### src/sv/tdss_pkg.sv
// Shared types and constants for the table-driven sensor sequencer.
package tdss_pkg;

    localparam int NUM_STATES      = 16;
    localparam int STATE_W         = $clog2(NUM_STATES);
    localparam int MAX_TRANSITIONS = 4;
    localparam int TRANS_W         = $clog2(MAX_TRANSITIONS);
    localparam int MAX_CONDITIONS  = 4;
    localparam int COND_W          = $clog2(MAX_CONDITIONS);
    localparam int COUNT_W         = 3;
    localparam int NUM_SENSORS     = 8;
    localparam int SENSOR_W        = $clog2(NUM_SENSORS);
    localparam int BLINK_W         = 8;
    localparam int BLINK_ON_W      = 10;
    localparam int HOLD_W          = 16;
    localparam int PAUSE_W         = 16;
    localparam int ELAPSED_W       = 32;
    localparam int PULSE_W         = BLINK_W + BLINK_ON_W + 1;
    localparam int PHASE_W         = 20;
    localparam int DIVISOR_W       = BLINK_ON_W + 1;

    localparam int TRN_DEPTH  = NUM_STATES * MAX_TRANSITIONS;
    localparam int TRN_ADDR_W = STATE_W + TRANS_W;
    localparam int CND_DEPTH  = TRN_DEPTH * MAX_CONDITIONS;
    localparam int CND_ADDR_W = TRN_ADDR_W + COND_W;

    localparam logic [HOLD_W-1:0]     HOLD_TIME_RESET = 16'd3000;
    localparam logic [BLINK_ON_W-1:0] BLINK_ON_RESET  = 10'd200;
    localparam logic [PAUSE_W-1:0]    PAUSE_RESET     = 16'd1500;

    localparam int IN_TDATA_W  = 64;
    localparam int OUT_TDATA_W = 8;
    localparam int CFG_INDEX_W = 2;
    localparam int CFG_DATA_W  = 16;

    typedef enum logic [1:0] {
        MODE_TICK = 2'd0,
        MODE_HDR  = 2'd1,
        MODE_TRN  = 2'd2,
        MODE_CND  = 2'd3
    } mode_t;

    typedef enum logic [1:0] {
        KIND_SENSOR = 2'd0,
        KIND_TIME   = 2'd1,
        KIND_AUDIO  = 2'd2
    } cond_kind_t;

    typedef enum logic [CFG_INDEX_W-1:0] {
        CFG_HOLD  = 2'd0,
        CFG_BLINK = 2'd1,
        CFG_PAUSE = 2'd2
    } cfg_index_t;

    // Input beat payload, lowest field in the lowest bits.
    typedef struct packed {
        logic [5:0]          pad;
        logic [31:0]         entry_value;
        logic                sensor_level;
        logic [SENSOR_W-1:0] sensor_number;
        logic [1:0]          condition_kind;
        logic [COUNT_W-1:0]  entry_count;
        logic [COND_W-1:0]   condition_index;
        logic [TRANS_W-1:0]  transition_index;
        logic [STATE_W-1:0]  state_index;
        logic                reset_pressed;
        logic [NUM_SENSORS-1:0] sensors;
    } item_t;

    typedef struct packed {
        logic [COUNT_W-1:0] trans_count;
        logic [BLINK_W-1:0] blink_count;
    } hdr_t;

    typedef struct packed {
        logic [COUNT_W-1:0] cond_count;
        logic [STATE_W-1:0] target;
    } trn_entry_t;

    typedef struct packed {
        logic [1:0]           kind;
        logic [SENSOR_W-1:0]  sensor;
        logic                 level;
        logic [ELAPSED_W-1:0] duration;
    } cnd_entry_t;

    typedef struct packed {
        logic load;
        logic write;
        logic tick;
        logic walk_init;
        logic trn_next;
        logic cond_next;
        logic take;
        logic pulse;
        logic phase;
        logic led_start;
        logic emit;
    } cmd_t;

    typedef struct packed {
        logic forced;
        logic nt_zero;
        logic nc_zero;
        logic trans_last;
        logic cond_last;
        logic cond_met;
        logic led_done;
        logic out_free;
    } sts_t;

endpackage

### src/sv/tdss_controller.sv
// Controller state machine sequencing table writes, ticks and the transition walk.
module tdss_controller (
    input  logic               clk,
    input  logic               rst_n,
    input  logic               in_valid,
    input  logic [1:0]         in_mode,
    output logic               in_ready,
    output tdss_pkg::cmd_t     cmd,
    input  tdss_pkg::sts_t     sts
);

    typedef enum logic [3:0] {
        ST_IDLE,
        ST_WRITE,
        ST_TICK,
        ST_T_READ,
        ST_T_CHECK,
        ST_C_READ,
        ST_C_CHECK,
        ST_PULSE,
        ST_PHASE,
        ST_LED_START,
        ST_LED_RUN,
        ST_DONE
    } state_t;

    state_t state_reg;
    state_t state_next;

    always_comb
    begin
        state_next = state_reg;
        cmd        = '0;
        in_ready   = 1'b0;
        case (state_reg)
            ST_IDLE:
            begin
                in_ready = 1'b1;
                if (in_valid)
                begin
                    cmd.load   = 1'b1;
                    state_next = (tdss_pkg::mode_t'(in_mode) == tdss_pkg::MODE_TICK)
                                 ? ST_TICK : ST_WRITE;
                end
            end
            ST_WRITE:
            begin
                cmd.write  = 1'b1;
                state_next = ST_PULSE;
            end
            ST_TICK:
            begin
                cmd.tick      = 1'b1;
                cmd.walk_init = 1'b1;
                state_next    = (sts.forced || sts.nt_zero) ? ST_PULSE : ST_T_READ;
            end
            ST_T_READ:
            begin
                state_next = ST_T_CHECK;
            end
            ST_T_CHECK:
            begin
                if (sts.nc_zero)
                begin
                    cmd.take   = 1'b1;
                    state_next = ST_PULSE;
                end
                else
                begin
                    state_next = ST_C_READ;
                end
            end
            ST_C_READ:
            begin
                state_next = ST_C_CHECK;
            end
            ST_C_CHECK:
            begin
                if (!sts.cond_met)
                begin
                    if (sts.trans_last)
                    begin
                        state_next = ST_PULSE;
                    end
                    else
                    begin
                        cmd.trn_next = 1'b1;
                        state_next   = ST_T_READ;
                    end
                end
                else if (sts.cond_last)
                begin
                    cmd.take   = 1'b1;
                    state_next = ST_PULSE;
                end
                else
                begin
                    cmd.cond_next = 1'b1;
                    state_next    = ST_C_READ;
                end
            end
            ST_PULSE:
            begin
                cmd.pulse  = 1'b1;
                state_next = ST_PHASE;
            end
            ST_PHASE:
            begin
                cmd.phase  = 1'b1;
                state_next = ST_LED_START;
            end
            ST_LED_START:
            begin
                cmd.led_start = 1'b1;
                state_next    = ST_LED_RUN;
            end
            ST_LED_RUN:
            begin
                if (sts.led_done)
                begin
                    state_next = ST_DONE;
                end
            end
            ST_DONE:
            begin
                if (sts.out_free)
                begin
                    cmd.emit   = 1'b1;
                    state_next = ST_IDLE;
                end
            end
            default:
            begin
                state_next = ST_IDLE;
            end
        endcase
    end

    always_ff @(posedge clk or negedge rst_n)
    begin
        if (!rst_n)
        begin
            state_reg <= ST_IDLE;
        end
        else
        begin
            state_reg <= state_next;
        end
    end

    a_cond_needs_count: assert property (@(posedge clk) disable iff (!rst_n)
        (state_reg == ST_C_CHECK) |-> !sts.nc_zero)
        else $error("condition checked on a transition with no conditions");

endmodule

### config.mk
export PLATFORM = sky130hd
export DESIGN_NAME = tdss_controller
export DESIGN_NICKNAME = d
export VERILOG_FILES = /design/src/sv/tdss_pkg.sv /design/src/sv/tdss_controller.sv
export SDC_FILE = /design/constraint.sdc
export NUM_CORES = 1
export LEC_CHECK = 0
export ABC_AREA = 1
export CAP_MARGIN = 10
export CORE_AREA = 4 4 41 43
export CTS_CLUSTER_SIZE = 24
export DETAILED_ROUTE_END_ITERATION = 8
export DIE_AREA = 0 0 45 47
export DONT_BUFFER_PORTS = 1
export GPL_TIMING_DRIVEN = 1
export HOLD_SLACK_MARGIN = 0.12
export PLACE_DENSITY = 0.48
export RECOVER_POWER = 25
export SYNTH_ARGS = -nofsm -noshare
export SYNTH_HDL_FRONTEND = slang
export SYNTH_SLANG_ARGS = --single-unit
### constraint.sdc
create_clock -name clk -period 2.2 [get_ports clk]
set_clock_uncertainty 0.05 [all_clocks]
set_input_delay 0.22 -clock clk [delete_from_list [all_inputs] [get_ports clk]]
set_output_delay 0.22 -clock clk [all_outputs]
set_load 0.01 [all_outputs]
# == Word-level counts from Yosys, hierarchy flattened ==
# Cells that the tools add are included.
# word_totals
reg_bits,4
inputBits,13
output_inout_bits,12
elab_cells,47
# op_classes
eq_ne,14
muxes,28
reduce_logical,4
# ops
cell,count
4-bit one-hot mux with 12 select lines,1
4-bit by 3-bit == test with 1-bit output (second input constant),4
4-bit == test (second input constant),4
4-bit two-way mux,4
1-bit two-way mux,14
2-bit two-way mux,6
4-bit by 2-bit == test with 1-bit output (second input constant),2
3-bit two-way mux,2
2-bit inequality test (second input constant),3
4-bit by 1-bit == test with 1-bit output (second input constant),1
4-bit logical NOT,1
3-bit AND reduction,1
2-bit logical NOT,1
1-bit one-hot mux with 2 select lines,1
1-bit logical OR,1

# == Depth between registers and ports, before layout ==
# Gate-level depths: netlist (run 1).
# logic_depth
word_depth,4
mapped_depth,8
mapped_depth_nobuf,8

# == Least setup slack after synthesis (run 1) ==
# Ideal clock, no wire load.
# synth_timing
kind,register to output
from,register state_reg[0]
to,output cmd[6] in the netlist's numbering
arrival_ps,975
required_ps,1930
slack_ps,955
path_stages_with_launch,6
path_buffers,0
cell_sequence,dfrtp_1 inv_2 nand2_1 nor2_1 inv_1 nor3_2
# synth_lines
element,line_no,rtl
"start, declared",tdss_controller.sv:27,state_t state_reg;
"start signal, assigned",tdss_controller.sv:147,state_reg <= state_next;
"end, declared",tdss_controller.sv:8,"output tdss_pkg::cmd_t cmd,"

# == Worst setup path in the final report (run 1) ==
# layout_timing
from,register state_reg[0]
to,register state_reg[2]
# layout_via
elab_chain_cells,3
elab_cells_between_ends,17
cone_classes,14 x eq/ne; 1 x mux; 2 x reduce/logical
# layout_rtl
element,line_no,rtl
4-bit == test or 4-bit logical NOT (tied branches),tdss_controller.sv:35,case (state_reg)
2-bit inequality test (no source line),-,
3-bit AND reduction (no source line),-,
# Parallel ways exist; a longest one is shown, timed or not.
# A chain may end at the register's enable or synchronous reset.

==> results of run 1 <==
==> what timing repair did <==
action / in CTS / in global routing
endpoints found under the hold margin: 6 / 0
buffers inserted: 0 / 0
endpoints found under the setup margin: 0 / 0
hold buffers: 4 / 0
==> layer usage <==
metal  part of all wire  up-vias
li1                   -      245
met1               0.43      209
met2               0.44       23
met3               0.13        0
met4                  0        0
met5                  0        -
==> layout by cell type, fill, tap and decap left out, drive strengths merged <==
master,instances
nor2,19
dlygate4sd3,4
nand3,7
clkbuf,3
dfrtp,4
a21oi,2
o21ai,4
nor3,3
inv,14
nand2,18
nand4,2
==> through the flow <==
step / util / power, W / cells
3_3_place_gp: 0.332 / 0.000569 / 88
4_1_cts: 0.380 / 0.000664 / 95
5_1_grt: 0.380 / 0.000734 / 95
3_5_place_dp: 0.332 / 0.000558 / 88
6_report: 0.380 / 0.000656 / 95
2_1_floorplan: - / 0.000485 / 74
==> cell usage after synthesis <==
master | n | area, um^2
nand2_1 | 18 | 67.6
nor2_1 | 17 | 63.8
inv_1 | 11 | 41.3
nand3_1 | 6 | 30.0
dfrtp_1 | 4 | 100
o21ai_0 | 4 | 20.0
inv_2 | 3 | 11.3
nand4_1 | 2 | 12.5
nor2_4 | 2 | 22.5
nor3_1 | 2 | 10.0
a21oi_1 | 1 | 5.00
a21oi_2 | 1 | 8.76
buf_4 | 1 | 7.51
nand3_2 | 1 | 10.0
nor3_2 | 1 | 10.0
==> critical path, cell delays in order, from the launching register on <==
cell and delay (ns):
dfrtp_1 0.44, inv_2 0.15, nand2_1 0.08, nor2_1 0.17
o21ai_0 0.10, dlygate4sd3_1 0.56, nand4_1 0.08
==> power breakdown <==
part           leakage (nW)  internal, W  total (W)  switching (W)
logic                 0.197     0.000127   0.000394       0.000267
clock network        0.0138    0.0000609  0.0000886      0.0000277
registers            0.0493     0.000110   0.000174      0.0000636
==> cell families after synthesis <==
group,count (synthesis)
AOI/OAI and AO/OA,6
buffers and inverters,15
DFF,4
and+or+nand+nor,49
==> final cells by class <==
class,count,area (um^2)
fill,154,807
multi-input combinational,55,260
sequential,4,100
inverter,14,52.6
timing repair buffer,4,40.0
clock buffer,3,22.5
tap,15,18.8
==> worst min path at each step <==
stage          startpoint                        to  slack (ns)  cells after the start
6_report           sts[7]  state_reg[2]$_DFFE_PN0P_        0.15                      2
5_1_grt            sts[7]  state_reg[2]$_DFFE_PN0P_        0.14                      2
4_1_cts            sts[7]  state_reg[2]$_DFFE_PN0P_        0.14                      2
3_5_place_dp        rst_n  state_reg[0]$_DFFE_PN0P_       -0.13                      0
3_3_place_gp        rst_n  state_reg[1]$_DFFE_PN0P_       -0.13                      0
2_1_floorplan       rst_n  state_reg[0]$_DFFE_PN0P_       -0.13                      0
==> flow_summary.toml, run 1 <==
[run_status]
outcome = "finished, final reports clean"

[critical_path]
r2r_cells = 6
cp-end-kind = "register"
r2r_slack_ns = 0.50
setup.worst_path.start = "state_reg[0]$_DFFE_PN0P_"
arrival_ns = 1.81
r2r-end = "state_reg[2]$_DFFE_PN0P_"
cp-start-kind = "register"
critPathKind = "register to register"
r2r-start = "state_reg[0]$_DFFE_PN0P_"
cp_max_fo = 7
crit_required_ns = 2.31
cp-endpoint = "state_reg[2]$_DFFE_PN0P_"

[cells_and_area]
antenna_cells = 0
design_area_um2 = 494
nNetsFinal = 95
layout-drive-gt1-share = 0.138
largest_register_ffs = 4
areaGrowthSynthToFinish_pct = 17.6

[placement]
port_buffers = 0
dp_hpwl_um = 898
pre_cts_slack_ns = 0.819
gp_congestion = 0.755
place_area_um2 = 432

[timing]
worst_pin_slew_ns = 0.392
fmax_mhz = 587
slew_headroom = 0.737
min_period_ns = 1.70
finalHoldViolations = 0
fin_tns_setup_ns = 0
rsz0062_at_grt = "false"
finalWorstSetupSlack_ns = 0.496
finalSetupViolCount = 0
slew_violations = 0
finalCritPeriodShare = 0.775
holdWs_ns = 0.146

[yosys]
syn-instance-count = 74
synth.avg_cell_area_um2 = 5.68
synth_seq_area_share = 0.238
synth_fa_ha_area_frac = 0
syn-cell-area_um2 = 420
synth_fp_nets = 87
ys_types = 15
yosys-mux-area-fraction = 0
yosys_warnings = 0
synth-xor-area-share = 0
synth_seq_cells = 4
synth_compound_area_frac = 0.0804
synth-simple-area-share = 0.539
synth_top_family_by_area = "simple AND/OR/NAND/NOR gates"

[clocking]
cts_resized = 0
cts_buffer_depth = 2
cts-root-buf = "clkbuf_4"
cts_tree = "done"
clkLatencyLatePin_ns = 0.23
numCtsBuffers = 3
h-tree-depth = 1
numClockSinks = 4
clkTransAtPathRegs_ns = 0.04

[global_routing]
antenna_found_initial = 0
grt.total_usage = 0.114
grt.met3_usage = 0.0766
grt_max_degree = 8
gr-total-overflow = 0
grt_pass1_vias = 410
grt-busiest-layer = "met2"
grt_pass1_wl_um = 1750
global_route.usage.met2 = 0.175
grtUsageMet1 = 0.136

[routing]
drt_first_pass_iters = 4
vias_per_cell = 5.02
drcViolationCount = 0
wirelength_um = 1090
wire_per_inst_um = 11.4
drt-initial-drc-count = 11
ant_nets = 0
vias = 477

[die]
die_h_um = 47
start_util = 0.323
rows = 13
core_area_um2 = 1300
die_w_um = 45
ios = 25
dieArea_um2 = 2120

[power_and_ir_drop]
p_per_area_nw_per_um2 = 1330
power.leakage_nw = 0.260
ir_worst_vdd_v = 0.000713

[min_path]
hold_class = "input port to register"

[run]
maxCapViolations = 0
(Power assumes the default switching activity.)
==> run 2: changes to the inputs <==
- clock period: 2.2 -> 1.8 ns (I/O delays scaled with it)
==> run 2 against run 1 <==
  * Critical path depth is the same
  * Worst hold slack worse by 0.029 ns
  * Global-route usage grew 0.15 points
  * Clock power is 19% higher
  * Die area unchanged
  * Maximum frequency grew 2.1%
  * Critical path type unchanged
  * Largest cell class unchanged
  * Largest power group unchanged
  * Highest routed layer unchanged
==> flow_summary.toml, run 2 (same netlist as run 1, synthesis figures left out) <==
[run_status]
outcome = "finished, final reports clean"

[run]
maxCapViolations = 0

[cells_and_area]
layout-drive-gt1-share = 0.157
antenna_cells = 0
largest_register_ffs = 4
design_area_um2 = 519
final_common_cell = "nand2_1"
final_cells = 98
nNetsFinal = 98
mostFrequentLayoutCells = "18 x nand2_1, 17 x nor2_1, 11 x inv_1, 6 x nand3_1, 5 x dlygate4sd3_1"
fin_util = 0.399
nFillCells = 156
areaGrowthSynthToFinish_pct = 23.5

[routing]
drt_first_pass_iters = 4
drt-initial-drc-count = 5
vias = 469
vias_per_cell = 4.79
wire_per_inst_um = 11.5
ant_nets = 0
drcViolationCount = 0
wirelength_um = 1130

[critical_path]
r2r_cells = 6
r2r-start = "state_reg[0]$_DFFE_PN0P_"
cp_max_fo = 6
r2r-end = "state_reg[2]$_DFFE_PN0P_"
r2r_slack_ns = 0.13
setup.worst_path.start = "state_reg[0]$_DFFE_PN0P_"
arrival_ns = 1.77
crit_required_ns = 1.91
cp-start-kind = "register"
cp-end-kind = "register"
critPathKind = "register to register"

[global_routing]
grt_max_degree = 8
grt_pass1_vias = 416
antenna_found_initial = 0
grt_pass1_wl_um = 1740
grt.total_usage = 0.116
gr-total-overflow = 0

[timing]
slew_headroom = 0.742
finalSetupViolCount = 0
fmax_mhz = 599
worst_pin_slew_ns = 0.384
min_period_ns = 1.67
finalHoldViolations = 0
rsz0062_at_grt = "false"
finalCritPeriodShare = 0.927
slew_violations = 0
fin_tns_setup_ns = 0

[placement]
gp_congestion = 0.765
place_area_um2 = 432
port_buffers = 0
dp_cells = 88
dp_hpwl_um = 911

[power_and_ir_drop]
ir_worst_vdd_v = 0.000797
power_frac_seq = 0.254
power.leakage_nw = 0.274
cellInternalPower_w = 0.000392
pwr-share-clk = 0.126
swShare = 0.533
power_frac_comb = 0.621
p_per_area_nw_per_um2 = 1620
p_sw_w = 0.000448

[clocking]
numClockSinks = 4
numCtsBuffers = 3
h-tree-depth = 1
cts_tree = "done"
cts_resized = 0
cts-root-buf = "clkbuf_4"
clkTransAtPathRegs_ns = 0.04
clkLatencyLatePin_ns = 0.23
cts_buffer_depth = 2

[die]
core_area_um2 = 1300
dieArea_um2 = 2120
rows = 13
die_h_um = 47
ios = 25
start_util = 0.323
die_w_um = 45

[min_path]
hold_depth = 2
hold_class = "input port to register"
worstHoldStart = "sts[6]"
holdPathEnd = "state_reg[2]$_DFFE_PN0P_"
[run 2: cell type report]
class,count,area [um^2],area share
multi-input combinational,55,260,0.501
sequential,4,100,0.193
timing repair buffer,7,65.1,0.125
inverter,14,52.6,0.101
clock buffer,3,22.5,0.0434
tap,15,18.8,0.0361
[run 2: worst max-delay path by stage]
| stage | end | cells past startpoint |
|---|---|---|
| after floorplan | cmd[6] | 5 |
| after global placement | cmd[6] | 5 |
| after detailed placement | cmd[5] | 5 |
| after CTS | state_reg[2]$_DFFE_PN0P_ | 6 |
| after global routing | state_reg[2]$_DFFE_PN0P_ | 6 |
| final | state_reg[2]$_DFFE_PN0P_ | 6 |
[run 2: what timing repair did]
action                                  in CTS  in global routing
hold buffers                                 5                  0
hold endpoints to repair                     6                  0
endpoints found under the setup margin       0                  1
setup buffers                                0                  2
[run 2: routing by layer]
layer,global-route usage,vias to the layer above,wire [um]
li1,-,249,-
met1,0.147,206,509
met2,0.175,14,533
met3,0.0421,0,82
met4,0.0526,0,0
met5,0,-,0
[run 2: stage by stage]
stage	hold slack, ns	setup slack, ns	power, W
final	0.117	0.131	0.000839
after global routing	0.124	0.0290	0.000941
after CTS	0.126	0.0776	0.000818
after detailed placement	-0.165	0.460	0.000691
after global placement	-0.165	0.449	0.000694
after floorplan	-0.166	0.595	0.000593
[run 2: critical path, stage by stage, from the launching register on]
cell	delay [ns]
dfrtp_1	0.44
inv_2	0.13
nand2_1	0.07
nor2_1	0.17
o21ai_0	0.10
dlygate4sd3_1	0.56
nand4_1	0.08
[run 2: power by group through the flow]
stage                     clock [W]  sequential, W  combinational, W
final                      0.000105       0.000213          0.000521
after global routing       0.000121       0.000218          0.000602
after CTS                  0.000110       0.000213          0.000494
after detailed placement          0       0.000214          0.000477
after global placement            0       0.000214          0.000480
after floorplan                   0       0.000196          0.000398
==> run 3: changes to the inputs <==
- REMOVE_ABC_BUFFERS: unset -> 1
- clock period: 1.8 -> 1.81 ns (I/O delays scaled with it)
==> run 3 against run 2 <==
  * Worst hold slack gained 0.0050 ns
  * Die area stayed put
  * Maximum frequency shrank 2.6%
  * Total power is 4.1% lower
  * Sequential power barely moved
  * Clock power up 10%
  * Design area is 0.96% lower
  * Largest cell class unchanged
  * Clock-buffer cell count did not move
  * First-iteration DRC count increased by 80%
  * Global-route usage grew 0.54 points
  * Final cell count down 1.0%
  * Flip-flop and latch count is the same
  * Largest power group unchanged
==> flow_summary.toml, run 3 (same netlist as run 1, synthesis figures left out) <==
[critical_path]
slowest_stage = "dlygate4sd3_1"
cp-end-kind = "register"
cp-endpoint = "state_reg[2]$_DFFE_PN0P_"
crit_required_ns = 1.94
cp_max_fo = 7
r2r_slack_ns = 0.1
crit_family = "buffers and inverters"
max_stage_delay_ns = 0.57
crit_buf_inv = 2
r2r_cells = 6
r2r-end = "state_reg[2]$_DFFE_PN0P_"
crit_cells = 6
setup.worst_path.start = "state_reg[0]$_DFFE_PN0P_"
cp-start-kind = "register"
crit_chain = "inv_2 -> nand2_1 -> nor2_1 -> o21ai_0 -> dlygate4sd3_1 -> nand4_1"
critPathKind = "register to register"
r2r-start = "state_reg[0]$_DFFE_PN0P_"
arrival_ns = 1.84

[timing]
rsz0062_at_grt = "false"
fmax_mhz = 584
worst_pin_slew_ns = 0.402
finalHoldViolations = 0
slew_violations = 0
slew_headroom = 0.729
fin_tns_setup_ns = 0
min_period_ns = 1.71
finalCritPeriodShare = 0.947
finalSetupViolCount = 0

[routing]
met2_length_um = 553
drt_first_pass_iters = 2
dr_wl_met3_um = 122
ant_nets = 0
drcViolationCount = 0
vias_per_cell = 4.84
wirelength_um = 1170
drt-initial-drc-count = 9
vias = 469
met1Wirelength_um = 492
top_layer_used = "met3"
wire_per_inst_um = 12.0

[cells_and_area]
largest_register_ffs = 4
areaGrowthSynthToFinish_pct = 22.3
antenna_cells = 0
design_area_um2 = 514
nFillCells = 154
mostFrequentLayoutCells = "18 x nand2_1, 17 x nor2_1, 11 x inv_1, 6 x nand3_1, 6 x dlygate4sd3_1"
seq_area_um2 = 100
nNetsFinal = 97
layout-drive-gt1-share = 0.134
final_common_cell = "nand2_1"
multi_input_area_um2 = 260

[clocking]
h-tree-depth = 1
clkLatencyLatePin_ns = 0.24
cts-root-buf = "clkbuf_4"
numClockSinks = 4
cts_buffer_depth = 2
post_cts_buffers = 0
clkTransAtPathRegs_ns = 0.05
numCtsBuffers = 3
cts_tree = "done"
cts_resized = 0

[placement]
gp_congestion = 0.745
dp_hpwl_um = 951
place_area_um2 = 432
port_buffers = 0

[die]
start_util = 0.323
core_area_um2 = 1300
dieArea_um2 = 2120
ios = 25
rows = 13
die_h_um = 47
die_w_um = 45

[global_routing]
grt.total_usage = 0.121
grt_max_degree = 8
grt_pass1_vias = 453
gr-total-overflow = 0
antenna_found_initial = 0
grt_pass1_wl_um = 1830

[power_and_ir_drop]
power.leakage_nw = 0.269
p_per_area_nw_per_um2 = 1560
ir_worst_vdd_v = 0.000803

[min_path]
hold_class = "input port to register"
worstHoldStart = "sts[0]"

[run]
maxCapViolations = 0

[run_status]
outcome = "finished, final reports clean"
## run 3: through the flow
stage                     setup WS (ns)   util  std cells  hold slack, ns  power [W]
after global placement            0.451  0.332         88          -0.164   0.000685
after global routing             0.0196  0.395         97           0.169   0.000888
after floorplan                   0.604      -         73          -0.165   0.000579
after detailed placement          0.466  0.332         88          -0.164   0.000673
after CTS                         0.107  0.395         97           0.123   0.000813
final                            0.0963  0.395         97           0.123   0.000804
## run 3: worst reg2reg max path, cell delays in order, from the launching register on
cell           delay [ns]
dfrtp_1              0.44
inv_2                0.15
nand2_1              0.09
nor2_1               0.19
o21ai_0              0.11
dlygate4sd3_1        0.57
nand4_1              0.07
## run 3: where the power goes
part	leakage [nW]	total, W	internal, W	switching (W)
logic	0.206	0.000478	0.000157	0.000321
registers	0.0493	0.000210	0.000134	0.0000762
clock network	0.0138	0.000116	0.0000745	0.0000418
total	0.269	0.000804	0.000365	0.000439
## run 3: metal layers
metal  GRT usage  up-vias
li1            -      247
met1       0.126      205
met2       0.212       17
met3      0.0651        0
met4      0.0351        0
met5           0        -
## run 3: cell type report
type,instances,area share
multi-input combinational,55,0.506
timing repair buffer,6,0.117
tap,15,0.0365
sequential,4,0.195
inverter,14,0.102
clock buffer,3,0.0438
## run 3: worst min-delay path by stage
stage          slack, ns                  endpoint  cells past startpoint
6_report            0.12  state_reg[0]$_DFFE_PN0P_                      3
5_1_grt             0.17  state_reg[0]$_DFFE_PN0P_                      3
4_1_cts             0.12  state_reg[0]$_DFFE_PN0P_                      3
3_5_place_dp       -0.16  state_reg[3]$_DFFE_PN0P_                      0
3_3_place_gp       -0.16  state_reg[3]$_DFFE_PN0P_                      0
2_1_floorplan      -0.16  state_reg[0]$_DFFE_PN0P_                      0
## run 3: timing repair
item | 4_1_cts | 5_1_grt
hold buffers | 6 | 0
endpoints found under the setup margin | 0 | 0
endpoints found under the hold margin | 6 | 0
